**src/rtl/rau_pkg.sv**
```systemverilog
// Shared types and constants for the rational arithmetic unit.
// Depends on nothing; every other file of the block imports it.
package rau_pkg;

    localparam int WIDTH = 32;
    localparam int DW    = 2 * WIDTH;
    localparam int NUM_W = 32;
    localparam int DEN_W = 31;
    localparam int CW    = $clog2(DW + 1);

    localparam logic [1:0] ST_OK   = 2'd0;
    localparam logic [1:0] ST_DIVZ = 2'd1;
    localparam logic [1:0] ST_OVF  = 2'd2;

    localparam logic [1:0] ORD_LT = 2'd0;
    localparam logic [1:0] ORD_EQ = 2'd1;
    localparam logic [1:0] ORD_GT = 2'd2;

    typedef enum logic [2:0] {
        OP_ADD = 3'd0,
        OP_SUB = 3'd1,
        OP_MUL = 3'd2,
        OP_DIV = 3'd3,
        OP_CMP = 3'd4
    } op_t;

    typedef enum logic [1:0] {
        CLS_SKIP,
        CLS_ERR,
        CLS_RUN
    } cls_t;

    typedef struct packed {
        logic [2:0]       kind;
        logic [NUM_W-1:0] a_num;
        logic [DEN_W-1:0] a_den;
        logic [NUM_W-1:0] b_num;
        logic [DEN_W-1:0] b_den;
    } req_t;

    typedef struct packed {
        logic [NUM_W-1:0] res_num;
        logic [DEN_W-1:0] res_den;
        logic [1:0]       status;
        logic [1:0]       order;
    } rsp_t;

    typedef struct packed {
        op_t              op;
        cls_t             cls;
        logic [WIDTH-1:0] an;
        logic [WIDTH-2:0] ad;
        logic [WIDTH-1:0] bn;
        logic [WIDTH-2:0] bd;
    } job_t;

endpackage

```
**src/rtl/rau_front.sv**
```systemverilog
// Front end: accepts a transaction, classifies it and queues it for the back end.
// Depends on rau_pkg.
module rau_front (
    input  logic          clk,
    input  logic          rst_n,
    input  logic          start,
    output logic          busy,
    input  rau_pkg::req_t req,
    output logic          q_valid,
    output rau_pkg::job_t q_job,
    input  logic          q_pop
);
    import rau_pkg::*;

    job_t       mem_reg [2];
    logic       wr_ptr_reg;
    logic       rd_ptr_reg;
    logic [1:0] count_reg;
    logic       push;
    job_t       job_in;

    always_comb
    begin
        job_in.an = req.a_num[WIDTH-1:0];
        job_in.ad = req.a_den[WIDTH-2:0];
        job_in.bn = req.b_num[WIDTH-1:0];
        job_in.bd = req.b_den[WIDTH-2:0];
        case (req.kind)
            OP_ADD:  job_in.op = OP_ADD;
            OP_SUB:  job_in.op = OP_SUB;
            OP_MUL:  job_in.op = OP_MUL;
            OP_DIV:  job_in.op = OP_DIV;
            OP_CMP:  job_in.op = OP_CMP;
            default: job_in.op = OP_ADD;
        endcase
        if (req.kind > OP_CMP)
        begin
            job_in.cls = CLS_SKIP;
        end
        else if (job_in.ad == '0 || job_in.bd == '0 || (req.kind == OP_DIV && job_in.bn == '0))
        begin
            job_in.cls = CLS_ERR;
        end
        else
        begin
            job_in.cls = CLS_RUN;
        end
    end

    assign busy    = (count_reg == 2'd2);
    assign push    = start && !busy;
    assign q_valid = (count_reg != 2'd0);
    assign q_job   = mem_reg[rd_ptr_reg];

    always_ff @(posedge clk)
    begin
        if (push)
        begin
            mem_reg[wr_ptr_reg] <= job_in;
        end
    end

    always_ff @(posedge clk or negedge rst_n)
    begin
        if (!rst_n)
        begin
            wr_ptr_reg <= 1'b0;
            rd_ptr_reg <= 1'b0;
            count_reg  <= 2'd0;
        end
        else
        begin
            if (push)
            begin
                wr_ptr_reg <= !wr_ptr_reg;
            end
            if (q_pop)
            begin
                rd_ptr_reg <= !rd_ptr_reg;
            end
            count_reg <= count_reg + 2'(push) - 2'(q_pop);
        end
    end

endmodule

```
**config.mk**
```make
export PLATFORM = sky130hd
export DESIGN_NAME = rau_front
export DESIGN_NICKNAME = d
export VERILOG_FILES = /design/src/rtl/rau_pkg.sv /design/src/rtl/rau_front.sv
export SDC_FILE = /design/constraint.sdc
export NUM_CORES = 1
export LEC_CHECK = 0
export BUFFER_PORTS_ARGS = -buffer_cell sky130_fd_sc_hd__buf_2
export CAP_MARGIN = 20
export CORE_AREA = 3 3 186 143
export DETAILED_ROUTE_END_ITERATION = 12
export DIE_AREA = 0 0 189 146
export PLACE_DENSITY = 0.65
export SLEW_MARGIN = 20
export SYNTH_ARGS = -nofsm -noshare
export SYNTH_HDL_FRONTEND = slang
export SYNTH_SLANG_ARGS = --single-unit
```
**constraint.sdc**
```tcl
create_clock -name clk -period 18.8 [get_ports clk]
set_input_delay 1.88 -clock clk [delete_from_list [all_inputs] [get_ports clk]]
set_output_delay 1.88 -clock clk [all_outputs]
set_load 0.01 [all_outputs]
```
==> flow_metrics.py <==
metrics = {
    "status": {
        "status": "completed",
    },
    "yosys": {
        "synthMuxAreaShare_pct": 14.9,
        "synth-compound-area-share_pct": 0.252,
        "synthDistinctLibCells": 27,
        "synth_cells": 465,
        "synth_nets": 600,
        "ys_seq_area_share_pct": 80.3,
        "synth_fa_ha_area_share_pct": 0.252,
        "synth_top_family_by_area": "multiplexers",
        "synth_area_mm2": 0.00993,
        "yosys_warnings": 0,
        "yosys.area_share.simple_pct": 3.01,
        "synth-seq-cells": 266,
        "synthXorXnorAreaFrac_pct": 0.353,
        "synth_area_per_cell_um2": 21.4,
    },
    "clock_tree": {
        "cts_root_buf": "clkbuf_16",
        "htreeDepth": 1,
        "cts_resized": 0,
        "cts.reportedPaths.clkPinSlew_ns": 0.06,
        "clockBufferDepth": 3,
        "cts_buffers": 28,
        "clock_latency_ns": 0.52,
        "cts_hold_buf": 0,
        "cts_setup_buffers": 0,
        "cts_tree": "built",
        "clock-sinks": 266,
    },
    "route": {
        "dr.pass1.iters": 4,
        "drt_iter0_markers": 291,
        "ant_nets": 0,
        "viasPerCell": 4.79,
        "drc_errors": 0,
        "routed_wl_um": 20400,
        "wl_per_cell_um": 18.4,
        "via_count": 5315,
    },
    "floorplanning": {
        "dieArea_mm2": 0.0276,
        "die_h_um": 146,
        "coreArea_mm2": 0.0248,
        "io_pins": 266,
        "die_w_um": 189,
        "start_util_pct": 40.0,
        "row_count": 50,
    },
    "timing": {
        "post-route-period-util_pct": 25.9,
        "setup_violations": 0,
        "worst_pin_slew_ns": 1.07,
        "fmax_mhz": 205,
        "min_period_ns": 4.88,
        "slew_violations": 0,
        "skew_ns": 0.0104,
        "slew_headroom_pct": 28.7,
        "rsz0062_at_grt": "no",
        "finalHoldViolations": 0,
        "fin_setup_tns_ns": 0,
    },
    "worst_setup_path": {
        "cp.required_ns": 16.92,
        "endpoint_kind": "output port",
        "crit_type": "flop to output port",
        "critPathArrivalTime_ns": 3.00,
        "worst_setup_path_start_kind": "flop",
        "crit_fanout": 76,
    },
    "finish": {
        "final_nets": 885,
        "area_growth_pct": 26.1,
        "largest_reg_flops": 262,
        "layout-drive-gt1-share_pct": 58.8,
        "fillers": 2064,
        "fin_cells": 1109,
        "num_antenna_cells": 0,
    },
    "placed_design": {
        "gp_congestion": 0.769,
        "dpl.cell_count": 1058,
        "hpwl_um": 13900,
        "portBuffers": 265,
    },
    "min_path": {
        "hold_class": "flop to flop",
    },
    "job": {
        "drv_cap": 0,
    },
    "global_route": {
        "grt_usage_pct": 14.3,
        "grt_pass1_wl_um": 31100,
        "antenna_found_initial": 2,
        "grt_max_degree": 77,
        "gr-total-overflow": 0,
        "grt_pass1_vias": 5520,
    },
    "power": {
        "leakage_uw": 0.00458,
        "powerDensity_mw_per_mm2": 153,
        "p_total_uw": 1910,
        "vdd_drop_max_mv": 0.113,
    },
}
-- cells in the final DEF, fill, tap and decap left out --
cell type / synthesis / routed
xnor2_1: 3 / 3
nand4_1: 5 / 5
nor4_2: 4 / 4
dfrtp_1: 4 / 3
clkinv_1: 0 / 7
xor2_1: 1 / 1
and3_4: 0 / 1
inv_1: 2 / 2
edfxtp_1: 262 / 262
nor2_4: 0 / 1
nor2_1: 2 / 1
ha_1: 2 / 2
nor4_1: 16 / 16
clkbuf_1: 1 / 5
and3_1: 2 / 1
nor3_1: 3 / 3
o21ai_0: 1 / 1
nand3_2: 2 / 2
nor3b_1: 1 / 1
mux2_2: 131 / 131
buf_2: 6 / 265
dfrtp_4: 0 / 1
clkinvlp_4: 0 / 1
bufinv_16: 0 / 2
nand2_1: 1 / 1
or2_2: 1 / 1
or3_4: 1 / 1
a21boi_2: 1 / 1
nor4b_2: 1 / 1
clkinv_2: 0 / 5
nand2b_1: 1 / 1
o22a_1: 1 / 1
buf_4: 8 / 5
clkbuf_16: 0 / 29
nor2b_1: 2 / 2
clkinv_4: 0 / 2
-- worst paths after layout --
kind | start | to | slack [ns] | cells after the start
min | count_reg[1] | count_reg[1] | 0.51 | 1
max in group asynchronous | rst_n | rd_ptr_reg | 17.51 | 1
min reg2reg | count_reg[1] | count_reg[1] | 0.51 | 1
min in group asynchronous | rst_n | wr_ptr_reg | 1.15 | 1
max reg2reg | count_reg[1] | mem_reg[0][78] | 16.47 | 4
max | rd_ptr_reg | q_job[69] | 13.92 | 3
-- per-stage QoR --
stage | utilization, % | instance area (um^2) | setup WS (ns) | hold slack, ns
finish | 50.4 | 12500 | 13.92 | 0.512
global route | 50.4 | 12500 | 13.75 | 0.540
CTS | 50.4 | 12500 | 13.83 | 0.508
detailed placement | 46.9 | 11600 | 14.40 | 0.498
global placement | 46.9 | 11600 | 14.41 | 0.496
floorplan | - | 9930 | 10.76 | 0.460
-- metal layers --
layer	global-route usage, %	wire [um]	vias up
li1	-	-	2444
met2	21.2	8880	202
met5	0	27	-
met4	3.28	428	4
met1	20.4	9260	2627
met3	4.91	1840	38
-- where the power goes --
| part | internal (uW) | switching, uW | leakage [uW] | total, uW |
|---|---|---|---|---|
| registers | 812 | 59.5 | 0.00248 | 871 |
| clock network | 308 | 211 | 0.000430 | 519 |
| logic | 240 | 280 | 0.00167 | 520 |
-- final cells by class --
class / count / area, um^2 / area share, %
clock inverters: 17 / 136 / 1.09
repair buffers: 270 / 1360 / 10.9
well taps: 338 / 423 / 3.38
multi-input cells: 182 / 1870 / 15.0
flip-flops and latches: 266 / 7970 / 63.7
clock buffers: 34 / 744 / 5.95
inverters: 2 / 7.51 / 0.0600
-- synthesized netlist by cell type --
cell type / count / share of area [%]
a21boi_2: 1 / 0.11
and3_1: 2 / 0.13
buf_2: 6 / 0.30
buf_4: 8 / 0.60
clkbuf_1: 1 / 0.038
dfrtp_1: 4 / 1.0
edfxtp_1: 262 / 79
ha_1: 2 / 0.25
inv_1: 2 / 0.076
mux2_2: 131 / 15
nand2_1: 1 / 0.038
nand2b_1: 1 / 0.063
nand3_2: 2 / 0.20
nand4_1: 5 / 0.32
nor2_1: 2 / 0.076
nor2b_1: 2 / 0.13
nor3_1: 3 / 0.15
nor3b_1: 1 / 0.076
nor4_1: 16 / 1.0
nor4_2: 4 / 0.50
nor4b_2: 1 / 0.15
o21ai_0: 1 / 0.050
o22a_1: 1 / 0.088
or2_2: 1 / 0.063
or3_4: 1 / 0.11
xnor2_1: 3 / 0.26
xor2_1: 1 / 0.088
-- logic make-up (layout without fill, tap and decap cells) --
logic type | after synthesis | in the layout
flip-flops | 266 | 266
multiplexers | 131 | 131
AND/OR/NAND/NOR | 42 | 42
buffers and inverters | 17 | 323
XOR/XNOR | 4 | 4
AO/OA/AOI/OAI | 3 | 3
adder cells (fa/ha/maj) | 2 | 2
-- worst max-delay path, stage by stage, from the launching register on --
cell and delay (ns):
dfrtp_4 1.10, buf_4 0.74, mux2_2 0.42, buf_2 0.14
(Power assumes the default switching activity.)
